File: src/rtl/core/mktd_pkg.sv
// Shared types, widths and tables for the Morse key timing decoder.
// No dependencies; imported by every module of the block.
`timescale 1ns / 1ps

package mktd_pkg;

  localparam int unsigned DOT_W      = 11;
  localparam int unsigned TICK_W     = 16;
  localparam int unsigned D10_W      = 20;
  localparam int unsigned TH_W       = 18;
  localparam int unsigned CODE_W     = 16;
  localparam int unsigned CHAR_W     = 7;
  localparam int unsigned APB_ADDR_W = 3;
  localparam int unsigned APB_DATA_W = 32;
  localparam int unsigned EVQ_DEPTH  = 4;

  localparam logic [DOT_W-1:0]  DOT_RESET  = 11'd100;
  localparam logic [CHAR_W-1:0] CHAR_BANG  = 7'h21;
  localparam logic [CHAR_W-1:0] CHAR_NONE  = 7'h00;
  localparam logic [CODE_W-1:0] CODE_EMPTY = 16'h0001;
  // register index is paddr[2]
  localparam logic              REG_DOT_TIME = 1'b0;

  typedef enum logic [2:0] {
    EV_DOT,
    EV_DASH,
    EV_COMMIT,
    EV_COMMIT_WORD,
    EV_BANG
  } ev_e;

  // thresholds in tenths of a tick, plus the 7-dot time-out in ticks
  typedef struct packed {
    logic [TH_W-1:0]   t12;
    logic [TH_W-1:0]   t25;
    logic [TH_W-1:0]   t60;
    logic [TH_W-1:0]   t65;
    logic [TICK_W-1:0] t7;
  } thr_t;

  typedef struct packed {
    logic              char_valid;
    logic [CHAR_W-1:0] char_code;
    logic              word_end;
  } res_t;

  function automatic thr_t thr_of(logic [DOT_W-1:0] dot);
    logic [DOT_W-1:0] de;
    thr_t             t;
    de    = (dot == '0) ? DOT_W'(1) : dot;
    t.t12 = TH_W'(de) * TH_W'(12);
    t.t25 = TH_W'(de) * TH_W'(25);
    t.t60 = TH_W'(de) * TH_W'(60);
    t.t65 = TH_W'(de) * TH_W'(65);
    t.t7  = TICK_W'(de) * TICK_W'(7);
    return t;
  endfunction

  // marker bit, then one bit per symbol: 0 dot, 1 dash
  function automatic logic [CHAR_W-1:0] letter_of(logic [CODE_W-1:0] code);
    logic [CHAR_W-1:0] ch;
    case (code)
      16'h0005: ch = 7'h61;
      16'h0018: ch = 7'h62;
      16'h001A: ch = 7'h63;
      16'h000C: ch = 7'h64;
      16'h0002: ch = 7'h65;
      16'h0012: ch = 7'h66;
      16'h000E: ch = 7'h67;
      16'h0010: ch = 7'h68;
      16'h0004: ch = 7'h69;
      16'h0017: ch = 7'h6A;
      16'h000D: ch = 7'h6B;
      16'h0014: ch = 7'h6C;
      16'h0007: ch = 7'h6D;
      16'h0006: ch = 7'h6E;
      16'h000F: ch = 7'h6F;
      16'h0016: ch = 7'h70;
      16'h001D: ch = 7'h71;
      16'h000A: ch = 7'h72;
      16'h0008: ch = 7'h73;
      16'h0003: ch = 7'h74;
      16'h0009: ch = 7'h75;
      16'h0011: ch = 7'h76;
      16'h000B: ch = 7'h77;
      16'h0019: ch = 7'h78;
      16'h001B: ch = 7'h79;
      16'h001C: ch = 7'h7A;
      default:  ch = CHAR_NONE;
    endcase
    return ch;
  endfunction

endpackage

File: src/rtl/core/morse_key_timing_decoder.sv
// Morse key timing decoder: key samples in, decoded letters out.
// Usage:
//   Input queue: drive key_pressed_i with push high, one beat per timebase
//   tick; a beat is taken at an edge where push is high and full is low.
//   Result queue: while empty is low the oldest result sits on
//   char_valid_o / char_code_o / word_end_o; pop takes it.
//   APB port: register dot_time (11 bits) at address 0, writable and
//   readable, reset value 100; pready is always high.
// Timing: one input beat per clock sustained while full stays low. A
//   beat that yields a result goes through the event queue: the accepting
//   edge queues the classified event, and a later edge, once the result
//   buffer has room, decodes it into the result buffer. A four-entry event
//   queue sits between front and back and a two-beat buffer holds results.
// Stall: if pop stays low the result buffer fills, the back end stops
//   draining events, and full rises once four events are queued.
// Reset: rst_ni (async, active low) clears both queues, the timing state
//   to idle and the symbol code to empty, and sets dot_time to 100.
// Depends on mktd_pkg, mktd_front, mktd_evq and mktd_back.
`timescale 1ns / 1ps

module morse_key_timing_decoder #(
  parameter int unsigned EvqDepth = mktd_pkg::EVQ_DEPTH
) (
  input  logic                               clk_i,
  input  logic                               rst_ni,
  input  logic                               push,
  output logic                               full,
  input  logic                               key_pressed_i,
  output logic                               empty,
  input  logic                               pop,
  output logic                               char_valid_o,
  output logic [mktd_pkg::CHAR_W-1:0]        char_code_o,
  output logic                               word_end_o,
  input  logic                               psel,
  input  logic                               penable,
  input  logic                               pwrite,
  input  logic [mktd_pkg::APB_ADDR_W-1:0]    paddr,
  input  logic [mktd_pkg::APB_DATA_W-1:0]    pwdata,
  output logic [mktd_pkg::APB_DATA_W-1:0]    prdata,
  output logic                               pready
);
  import mktd_pkg::*;

  logic [DOT_W-1:0] dot_q;
  thr_t             thr_q;
  logic             cfg_wr;
  logic             in_take;
  logic             ev_valid;
  ev_e              ev_in, ev_out;
  logic             evq_empty, ev_pop;

  assign pready  = 1'b1;
  assign cfg_wr  = psel && penable && pwrite && pready && (paddr[2] == REG_DOT_TIME);
  assign prdata  = (paddr[2] == REG_DOT_TIME) ? APB_DATA_W'(dot_q) : '0;
  assign in_take = push && !full;

  // thresholds follow the written value at once
  always_ff @(posedge clk_i or negedge rst_ni) begin
    if (!rst_ni) begin
      dot_q <= DOT_RESET;
      thr_q <= thr_of(DOT_RESET);
    end else if (cfg_wr) begin
      dot_q <= pwdata[DOT_W-1:0];
      thr_q <= thr_of(pwdata[DOT_W-1:0]);
    end
  end

  mktd_front u_front (
    .clk_i         (clk_i),
    .rst_ni        (rst_ni),
    .valid_i       (in_take),
    .key_pressed_i (key_pressed_i),
    .thr_i         (thr_q),
    .ev_valid_o    (ev_valid),
    .ev_o          (ev_in)
  );

  mktd_evq #(
    .Depth (EvqDepth)
  ) u_evq (
    .clk_i   (clk_i),
    .rst_ni  (rst_ni),
    .push_i  (ev_valid),
    .data_i  (ev_in),
    .full_o  (full),
    .pop_i   (ev_pop),
    .empty_o (evq_empty),
    .data_o  (ev_out)
  );

  mktd_back u_back (
    .clk_i        (clk_i),
    .rst_ni       (rst_ni),
    .ev_empty_i   (evq_empty),
    .ev_i         (ev_out),
    .ev_pop_o     (ev_pop),
    .empty        (empty),
    .pop          (pop),
    .char_valid_o (char_valid_o),
    .char_code_o  (char_code_o),
    .word_end_o   (word_end_o)
  );

endmodule

File: src/rtl/core/mktd_front.sv
// Front end: times key levels and turns level changes and time-outs into symbol events.
// Depends on mktd_pkg.
`timescale 1ns / 1ps

module mktd_front (
  input  logic         clk_i,
  input  logic         rst_ni,
  input  logic         valid_i,
  input  logic         key_pressed_i,
  input  mktd_pkg::thr_t thr_i,
  output logic         ev_valid_o,
  output mktd_pkg::ev_e  ev_o
);
  import mktd_pkg::*;

  localparam logic [1:0] MODE_IDLE = 2'd0;
  localparam logic [1:0] MODE_RUN  = 2'd1;
  localparam logic [1:0] MODE_WAIT = 2'd2;

  logic [1:0]        mode_q, mode_d;
  logic              last_q, last_d;
  logic [TICK_W-1:0] el_q, el_d;
  logic [TICK_W-1:0] el_inc;
  logic [D10_W-1:0]  d10;

  assign el_inc = (el_q == '1) ? el_q : el_q + TICK_W'(1);
  assign d10    = {el_inc, 4'b0000} - {2'b00, el_inc, 2'b00} - {3'b000, el_inc, 1'b0};

  always_comb begin
    mode_d     = mode_q;
    last_d     = last_q;
    el_d       = el_q;
    ev_valid_o = 1'b0;
    ev_o       = EV_DOT;
    case (mode_q)
      MODE_WAIT: begin
        if (!key_pressed_i) begin
          mode_d = MODE_RUN;
          last_d = 1'b0;
          el_d   = '0;
        end else begin
          el_d = el_inc;
        end
      end
      MODE_RUN: begin
        if (key_pressed_i != last_q) begin
          last_d = key_pressed_i;
          el_d   = '0;
          if (key_pressed_i) begin
            // gap ended: close the letter when long enough
            if (d10 > D10_W'(thr_i.t25)) begin
              ev_valid_o = 1'b1;
              ev_o = (d10 > D10_W'(thr_i.t65)) ? EV_COMMIT_WORD : EV_COMMIT;
            end
          end else if (d10 < D10_W'(thr_i.t12)) begin
            ev_valid_o = 1'b1;
            ev_o       = EV_DOT;
          end else if (d10 < D10_W'(thr_i.t60)) begin
            ev_valid_o = 1'b1;
            ev_o       = EV_DASH;
          end else begin
            ev_valid_o = 1'b1;
            ev_o       = EV_BANG;
            mode_d     = MODE_IDLE;
          end
        end else begin
          el_d = el_inc;
          if (el_inc >= thr_i.t7) begin
            ev_valid_o = 1'b1;
            if (key_pressed_i) begin
              ev_o   = EV_BANG;
              mode_d = MODE_WAIT;
            end else begin
              ev_o   = EV_COMMIT_WORD;
              mode_d = MODE_IDLE;
            end
          end
        end
      end
      default: begin
        mode_d = MODE_IDLE;
        if (key_pressed_i) begin
          mode_d = MODE_RUN;
          last_d = 1'b1;
          el_d   = '0;
        end
      end
    endcase
    if (!valid_i) begin
      ev_valid_o = 1'b0;
    end
  end

  always_ff @(posedge clk_i or negedge rst_ni) begin
    if (!rst_ni) begin
      mode_q <= MODE_IDLE;
      last_q <= 1'b0;
      el_q   <= '0;
    end else if (valid_i) begin
      mode_q <= mode_d;
      last_q <= last_d;
      el_q   <= el_d;
    end
  end

endmodule

File: src/rtl/core/mktd_evq.sv
// Small event queue between the timing front end and the symbol back end.
// Depends on mktd_pkg.
`timescale 1ns / 1ps

module mktd_evq #(
  parameter int unsigned Depth = mktd_pkg::EVQ_DEPTH
) (
  input  logic          clk_i,
  input  logic          rst_ni,
  input  logic          push_i,
  input  mktd_pkg::ev_e data_i,
  output logic          full_o,
  input  logic          pop_i,
  output logic          empty_o,
  output mktd_pkg::ev_e data_o
);
  import mktd_pkg::*;

  localparam int unsigned AW = (Depth > 1) ? $clog2(Depth) : 1;

  ev_e             mem_q [Depth];
  logic [AW-1:0]   wr_q, rd_q;
  logic [AW:0]     cnt_q;
  logic            do_push, do_pop;

  assign full_o  = (cnt_q == (AW+1)'(Depth));
  assign empty_o = (cnt_q == '0);
  assign data_o  = mem_q[rd_q];
  assign do_push = push_i && !full_o;
  assign do_pop  = pop_i && !empty_o;

  function automatic logic [AW-1:0] nxt(logic [AW-1:0] p);
    return (p == AW'(Depth - 1)) ? '0 : p + AW'(1);
  endfunction

  always_ff @(posedge clk_i) begin
    if (do_push) begin
      mem_q[wr_q] <= data_i;
    end
  end

  always_ff @(posedge clk_i or negedge rst_ni) begin
    if (!rst_ni) begin
      wr_q  <= '0;
      rd_q  <= '0;
      cnt_q <= '0;
    end else begin
      if (do_push) begin
        wr_q <= nxt(wr_q);
      end
      if (do_pop) begin
        rd_q <= nxt(rd_q);
      end
      if (do_push && !do_pop) begin
        cnt_q <= cnt_q + (AW+1)'(1);
      end else if (do_pop && !do_push) begin
        cnt_q <= cnt_q - (AW+1)'(1);
      end
    end
  end

endmodule

File: src/rtl/core/mktd_back.sv
// Back end: builds the dot/dash code from events, decodes letters and
// queues results in a two-beat output buffer. Depends on mktd_pkg.
`timescale 1ns / 1ps

module mktd_back (
  input  logic          clk_i,
  input  logic          rst_ni,
  input  logic          ev_empty_i,
  input  mktd_pkg::ev_e ev_i,
  output logic          ev_pop_o,
  output logic          empty,
  input  logic          pop,
  output logic          char_valid_o,
  output logic [mktd_pkg::CHAR_W-1:0] char_code_o,
  output logic          word_end_o
);
  import mktd_pkg::*;

  logic [CODE_W-1:0] sym_q, sym_d;
  logic              ovf_q, ovf_d;
  res_t              buf_q [2];
  logic              wr_q, rd_q;
  logic [1:0]        cnt_q;
  logic              room, res_push, out_pop;
  res_t              res;
  logic [CHAR_W-1:0] ch;

  assign room     = (cnt_q != 2'd2);
  assign ev_pop_o = !ev_empty_i && room;
  assign ch       = ovf_q ? CHAR_NONE : letter_of(sym_q);
  assign out_pop  = pop && !empty;
  assign empty    = (cnt_q == 2'd0);

  always_comb begin
    sym_d    = sym_q;
    ovf_d    = ovf_q;
    res_push = 1'b0;
    res      = '{char_valid: 1'b0, char_code: CHAR_NONE, word_end: 1'b0};
    if (ev_pop_o) begin
      case (ev_i)
        EV_DOT, EV_DASH: begin
          // hold the code once 15 symbols are in
          if (sym_q[CODE_W-1]) begin
            ovf_d = 1'b1;
          end else begin
            sym_d = {sym_q[CODE_W-2:0], (ev_i == EV_DASH)};
          end
        end
        EV_COMMIT, EV_COMMIT_WORD: begin
          sym_d    = CODE_EMPTY;
          ovf_d    = 1'b0;
          res_push = (ch != CHAR_NONE) || (ev_i == EV_COMMIT_WORD);
          res      = '{char_valid: (ch != CHAR_NONE), char_code: ch,
                       word_end: (ev_i == EV_COMMIT_WORD)};
        end
        EV_BANG: begin
          sym_d    = CODE_EMPTY;
          ovf_d    = 1'b0;
          res_push = 1'b1;
          res      = '{char_valid: 1'b1, char_code: CHAR_BANG, word_end: 1'b0};
        end
        default: begin
          sym_d = sym_q;
        end
      endcase
    end
  end

  assign char_valid_o = buf_q[rd_q].char_valid;
  assign char_code_o  = buf_q[rd_q].char_code;
  assign word_end_o   = buf_q[rd_q].word_end;

  always_ff @(posedge clk_i) begin
    if (res_push) begin
      buf_q[wr_q] <= res;
    end
  end

  always_ff @(posedge clk_i or negedge rst_ni) begin
    if (!rst_ni) begin
      sym_q <= CODE_EMPTY;
      ovf_q <= 1'b0;
      wr_q  <= 1'b0;
      rd_q  <= 1'b0;
      cnt_q <= 2'd0;
    end else begin
      sym_q <= sym_d;
      ovf_q <= ovf_d;
      if (res_push) begin
        wr_q <= !wr_q;
      end
      if (out_pop) begin
        rd_q <= !rd_q;
      end
      if (res_push && !out_pop) begin
        cnt_q <= cnt_q + 2'd1;
      end else if (out_pop && !res_push) begin
        cnt_q <= cnt_q - 2'd1;
      end
    end
  end

endmodule

File: config.mk
export PLATFORM = sky130hd
export DESIGN_NAME = morse_key_timing_decoder
export DESIGN_NICKNAME = d
export VERILOG_FILES = /design/src/rtl/core/mktd_pkg.sv /design/src/rtl/core/morse_key_timing_decoder.sv /design/src/rtl/core/mktd_front.sv /design/src/rtl/core/mktd_evq.sv /design/src/rtl/core/mktd_back.sv
export SDC_FILE = /design/constraint.sdc
export NUM_CORES = 1
export LEC_CHECK = 0
export ABC_AREA = 1
export BUFFER_PORTS_ARGS = -buffer_cell sky130_fd_sc_hd__buf_2
export CORE_MARGIN = 4
export CORE_UTILIZATION = 35
export DETAILED_ROUTE_END_ITERATION = 10
export HOLD_SLACK_MARGIN = 0.08
export SLEW_MARGIN = 20
export SYNTH_ARGS = -nofsm -noshare
export SYNTH_HDL_FRONTEND = slang
export SYNTH_SLANG_ARGS = --single-unit
File: constraint.sdc
create_clock -name clk_i -period 7.6 [get_ports clk_i]
set_input_delay 1.14 -clock clk_i [delete_from_list [all_inputs] [get_ports clk_i]]
set_output_delay 1.14 -clock clk_i [all_outputs]
set_load 0.01 [all_outputs]
==> impl_metrics.json, run 1 <==
{
  "drive_above_1_share": 0.0917,
  "fin_setup_tns_ns": 0,
  "p_int_mw": 2.78,
  "grt_pass1_wl_um": 56000,
  "cp_num_buf_inv": 7,
  "fin_nets": 2085,
  "cts_max_level": 4,
  "holdCritPathClass": "reg2reg",
  "yosys-top-cells-area": "dfrtp_1 (17%), ha_1 (17%), nand2_1 (9.7%), inv_1 (8.8%), edfxtp_1 (6.6%)",
  "crit_arrival_ns": 6.86,
  "synth_top_area_frac": 0.174,
  "netlist_instances": 1775,
  "slowest_stage": "fa_1",
  "skew_ns": 0.0129,
  "layout_commonest_cell": "nand2_1",
  "synth_seq_cells": 155,
  "grtUsageMet3": 0.0225,
  "core_area_sq_um": 38600,
  "cts.sinks": 155,
  "pre_cts_ws_ns": 1.05,
  "hpwlAfterDp_um": 26600,
  "async_reset_ff_frac": 0.806,
  "vias": 11300,
  "cts_made_buffers": 17,
  "grt_pass1_vias": 11300,
  "drc": 0,
  "setup-violations-final": 0,
  "cp-end-kind": "register",
  "post_cts_resized": 0,
  "pwr-share-comb": 0.578,
  "power.switching_mw": 2.46,
  "ant_nets": 0,
  "p_seq_frac": 0.246,
  "synth_edf_count": 30,
  "yosysWarnings": 0,
  "layout_common_cells": "nand2_1 (355), inv_1 (320), ha_1 (183)",
  "cts_setup_buffers": 0,
  "fin_crit_sh": 0.860,
  "status": "finished, final reports clean",
  "start_kind": "register",
  "leakage_nw": 7.77,
  "clkTransAtPathRegs_ns": 0.07,
  "ctsLongestPathBuffers": 2,
  "synth_top_flop_cell": "dfrtp_1",
  "p_per_area_nw_per_um2": 347,
  "dr.pass1.iters": 5,
  "avgViaCountPerCell": 4.83,
  "die_y_um": 206,
  "rows": 72,
  "max_freq_mhz": 153,
  "pwr-share-clk": 0.176,
  "grt.total_usage": 0.164,
  "wire_per_inst_um": 14.4,
  "cpLargestDelayFamily": "adder cells",
  "power.total_mw": 5.25,
  "syn_area_sq_um": 13700,
  "drt_iter0_markers": 712,
  "cts_tree": "built",
  "crit_type": "reg2reg",
  "synth_largest_area_cell": "dfrtp_1",
  "ir_drop_v": 0.000177,
  "antenna_found_initial": 0,
  "portBuffers": 41,
  "fin_ws_ns": 1.07,
  "ys_types": 55,
  "cp_max_fo": 7,
  "maxSlewViolCount": 0,
  "max_cap_violations": 0,
  "power.share.switching": 0.469,
  "syn2layout_area_growth_pct": 10.3,
  "num_antenna_cells": 0,
  "grt_overflow_total": 0,
  "io_pins": 87,
  "hold_viol": 0,
  "relSlewSlack": 0.377,
  "syn_area_per_cell_sq_um": 7.71,
  "tightest_slew_ns": 0.935,
  "wl_um": 33900,
  "die-area_sq_um": 42300,
  "start_util": 0.354,
  "grt_setup_unrepaired": "no",
  "cts_hold_buffers": 0,
  "ys_seq_area_frac": 0.297,
  "clockRootBuffer": "clkbuf_16",
  "grt_use_met2": 0.283,
  "grt-busiest-layer": "met2",
  "met1_usage": 0.214,
  "max_stage_delay_ns": 0.56,
  "insertion_delay_ns": 0.45,
  "min_period_ns": 6.53,
  "die_w_um": 206,
  "grt_start_max_net_pins": 89,
  "place_congestion": 0.887,
  "worstPathRequired_ns": 7.93,
  "whs_ns": 0.491
}
path summary, 6_finish.rpt:
check	to	from	depth (start not counted)	slack (ns)
min in group asynchronous	thr_q[64]$_DFFE_PN0P_	rst_ni	1	0.67
min reg2reg	thr_q[42]$_DFFE_PN1P_	thr_q[42]$_DFFE_PN1P_	2	0.49
max	u_evq.cnt_q[2]$_DFFE_PN0P_	u_front.el_q[0]$_DFFE_PN0P_	37	1.07
min	thr_q[42]$_DFFE_PN1P_	thr_q[42]$_DFFE_PN1P_	2	0.49
max reg2reg	u_evq.cnt_q[2]$_DFFE_PN0P_	u_front.el_q[0]$_DFFE_PN0P_	37	1.07
max in group asynchronous	u_front.el_q[1]$_DFFE_PN0P_	rst_ni	2	5.59
registers in the layout, indices dropped and copies added, names as in the netlist:
register and cells:
u_back.buf_q 18, u_evq.wr_q 2, u_evq.mem_q 12, u_front.mode_q 2, u_back.wr_q 1, u_front.el_q 16
u_back.cnt_q 2, u_evq.cnt_q 3, u_back.rd_q 1, u_back.ovf_q 1, thr_q 67, u_front.last_q 1
u_evq.rd_q 2, dot_q 11, u_back.sym_q 16
layout make-up:
type / count / area [sq um]
multi-input combinational: 1255 / 8160
sequential: 155 / 4070
inverter: 328 / 1230
clock inverter: 13 / 169
fill: 3986 / 23600
tap: 518 / 648
timing repair buffer: 62 / 369
clock buffer: 19 / 454
cells by family after synthesis:
family                   after synthesis  share of synthesized area
buffers and inverters                385                      0.113
other                                  2                   0.000549
flip-flops                           155                      0.297
XOR/XNOR                              52                     0.0333
adder cells (fa/ha/maj)              223                      0.226
AND/OR/NAND/NOR                      658                      0.208
AO/OA/AOI/OAI                        300                      0.122
power by group through the flow:
stage	Sequential [mW]	Clock (mW)	Combinational, mW
4_1_cts	1.29	0.946	3.04
3_3_place_gp	1.30	0	2.94
6_report	1.29	0.923	3.03
5_1_grt	1.32	0.971	3.47
2_1_floorplan	1.25	0	2.19
3_5_place_dp	1.31	0	3.01
Yosys cell counts (all sizes together) (30+ instances only):
| cell type | n |
|---|---|
| nand2 | 369 |
| inv | 327 |
| ha | 183 |
| nor2 | 148 |
| o21ai | 126 |
| dfrtp | 95 |
| a21oi | 90 |
| nand3 | 79 |
| fa | 40 |
| xor2 | 36 |
| o22ai | 33 |
| dfstp | 30 |
| edfxtp | 30 |
through the flow:
stage,util,area [sq um],std cells
3_5_place_dp,0.374,14500,2318
3_3_place_gp,0.374,14500,2318
5_1_grt,0.391,15100,2350
6_report,0.391,15100,2350
2_1_floorplan,-,13800,1795
4_1_cts,0.391,15100,2350
tightest hold or removal path: cells and delay by family, from the launching register on:
kind	cells	cell delay (ns)
AO/OA/AOI/OAI	1	0.07
flip-flops	1	0.37
AND/OR/NAND/NOR	1	0.05
layer usage:
metal	up-vias	routed length, um
met4	0	793
met3	50	1160
li1	5778	-
met5	-	0
met2	213	16300
met1	5306	15600
Power figures use the tool's default switching activity.
==> run 2, diff against run 1 <==
--- a/config.mk
+++ b/config.mk
@@ -6,10 +6,10 @@
 export NUM_CORES = 1
 export LEC_CHECK = 0
 export ABC_AREA = 1
-export BUFFER_PORTS_ARGS = -buffer_cell sky130_fd_sc_hd__buf_2
 export CORE_MARGIN = 4
 export CORE_UTILIZATION = 35
 export DETAILED_ROUTE_END_ITERATION = 10
+export DONT_BUFFER_PORTS = 1
 export HOLD_SLACK_MARGIN = 0.08
 export SLEW_MARGIN = 20
 export SYNTH_ARGS = -nofsm -noshare
==> run 2 against run 1 <==
Against the previous run:
- fmax down 3.0%
- sequential cell count unchanged
- setup slack worse by 0.21 ns
- critical path depth down 3
- clock power up 1%
- worst hold slack worse by 0.11 ns
- final area down 1.5%
- utilization down 0.59 points
- via count down 2.0%
- count of clock-buffer cells in the layout up 4
- combinational power down 3%
- sequential power about the same
==> impl_metrics.json, run 2 (same netlist as run 1, synthesis figures left out) <==
{
  "grt_setup_unrepaired": "no",
  "grt.total_usage": 0.163,
  "cp_max_fo": 7,
  "fin_nets": 2042,
  "layout_commonest_cell": "nand2_1",
  "grt_overflow_total": 0,
  "place_congestion": 0.872,
  "clockRootBuffer": "clkbuf_16",
  "syn2layout_area_growth_pct": 8.64,
  "max_cap_violations": 0,
  "die-area_sq_um": 42300,
  "fin_setup_tns_ns": 0,
  "core_area_sq_um": 38600,
  "largest-register": "thr_q",
  "worstPathRequired_ns": 7.93,
  "start_util": 0.354,
  "start_kind": "register",
  "num_antenna_cells": 0,
  "skew_ns": 0.0194,
  "die_w_um": 206,
  "setup-violations-final": 0,
  "ctsLongestPathBuffers": 2,
  "holdCritPathClass": "in2async",
  "reg2regPathDepth": 34,
  "avgViaCountPerCell": 4.82,
  "dr.pass1.iters": 5,
  "rows": 72,
  "cts_setup_buffers": 0,
  "cts_made_buffers": 17,
  "ir_drop_v": 0.000170,
  "min_period_ns": 6.74,
  "cts_tree": "built",
  "grt_pass1_wl_um": 55100,
  "clkTransAtPathRegs_ns": 0.08,
  "p_per_area_nw_per_um2": 347,
  "crit_top_cell": "inv_1",
  "ant_nets": 0,
  "cts.sinks": 155,
  "tightest_slew_ns": 0.927,
  "relSlewSlack": 0.380,
  "rr_startpoint": "u_front.el_q[0]$_DFFE_PN0P_",
  "wl_um": 33200,
  "grt_pass1_vias": 11000,
  "leakage_nw": 7.58,
  "max_freq_mhz": 148,
  "crit_type": "reg2reg",
  "insertion_delay_ns": 0.46,
  "cts_hold_buffers": 0,
  "pre_cts_ws_ns": 0.958,
  "layout_common_cells": "nand2_1 (355), inv_1 (320), ha_1 (183)",
  "hpwlAfterDp_um": 26100,
  "largest_register_ffs": 67,
  "ff2ff_setup_slack_ns": 0.86,
  "crit_arrival_ns": 7.07,
  "status": "finished, final reports clean",
  "hold_viol": 0,
  "vias": 11100,
  "drc": 0,
  "post_cts_resized": 0,
  "maxSlewViolCount": 0,
  "grt_start_max_net_pins": 126,
  "slowest_stage": "fa_1",
  "r2r_end": "u_evq.cnt_q[1]$_DFFE_PN0P_",
  "antenna_found_initial": 0,
  "io_pins": 87,
  "fin_ws_ns": 0.860,
  "max_stage_delay_ns": 0.58,
  "drive_above_1_share": 0.0682,
  "drt_iter0_markers": 663,
  "top_regs": "thr_q x67, u_back.buf_q x18",
  "fin_crit_sh": 0.887,
  "cp-end-kind": "register",
  "cts_max_level": 4,
  "portBuffers": 0,
  "die_y_um": 206,
  "wire_per_inst_um": 14.4
}
[run 2: changes by cell type in the layout (fill, tap and decap cells not counted), sizes merged]
cell,before,now
buf,62,19
bufinv,2,3
clkbuf,19,23
clkinvlp,1,2
inv,335,329
[run 2: layer usage]
layer	vias up	wire, um	track usage
met5	-	0	0
met4	0	637	0.0488
met3	35	1060	0.0277
met2	165	16100	0.277
met1	5228	15300	0.212
li1	5690	-	-
[run 2: metrics by stage]
stage / hold slack, ns / power, mW / area [sq um] / utilization / std cells
after floorplan: 0.452 / 3.44 / 13800 / - / 1795
after global placement: 0.469 / 4.15 / 14200 / 0.369 / 2275
after detailed placement: 0.476 / 4.23 / 14200 / 0.369 / 2275
after CTS: 0.364 / 5.20 / 14900 / 0.385 / 2307
after global routing: 0.355 / 5.70 / 14900 / 0.385 / 2307
final: 0.386 / 5.16 / 14900 / 0.385 / 2307
[run 2: worst max-delay path, delay by kind of cell, from the launching register on]
| kind | cells | cell delay [ns] |
|---|---|---|
| simple gates | 16 | 1.98 |
| buf+inv | 7 | 0.78 |
| xor+xnor | 1 | 0.31 |
| compound gates | 4 | 0.94 |
| fa+ha+maj | 6 | 2.15 |
| flops | 1 | 0.46 |
[run 2: how the worst max path moves through the flow]
stage	from	endpoint	slack, ns
floorplan	u_front.el_q[0]$_DFFE_PN0P_	u_evq.cnt_q[1]$_DFFE_PN0P_	1.58
global placement	u_front.el_q[0]$_DFFE_PN0P_	u_evq.cnt_q[1]$_DFFE_PN0P_	1.03
detailed placement	u_front.el_q[0]$_DFFE_PN0P_	u_evq.cnt_q[1]$_DFFE_PN0P_	0.96
CTS	u_front.el_q[0]$_DFFE_PN0P_	u_evq.cnt_q[1]$_DFFE_PN0P_	0.90
global route	u_front.el_q[0]$_DFFE_PN0P_	u_evq.cnt_q[1]$_DFFE_PN0P_	0.35
finish	u_front.el_q[0]$_DFFE_PN0P_	u_evq.cnt_q[1]$_DFFE_PN0P_	0.86
[run 2: layout make-up]
| type | instances | area [sq um] |
|---|---|---|
| Clock inverter | 9 | 133 |
| Sequential cell | 155 | 4070 |
| Timing Repair Buffer | 19 | 143 |
| Fill cell | 3974 | 23800 |
| Multi-Input combinational cell | 1255 | 8160 |
| Clock buffer | 23 | 490 |
| Inverter | 328 | 1230 |
| Tap cell | 518 | 648 |
[run 2: power breakdown]
group,switching (mW),internal [mW]
clock,0.379,0.558
combinational,1.86,1.07
sequential,0.136,1.15
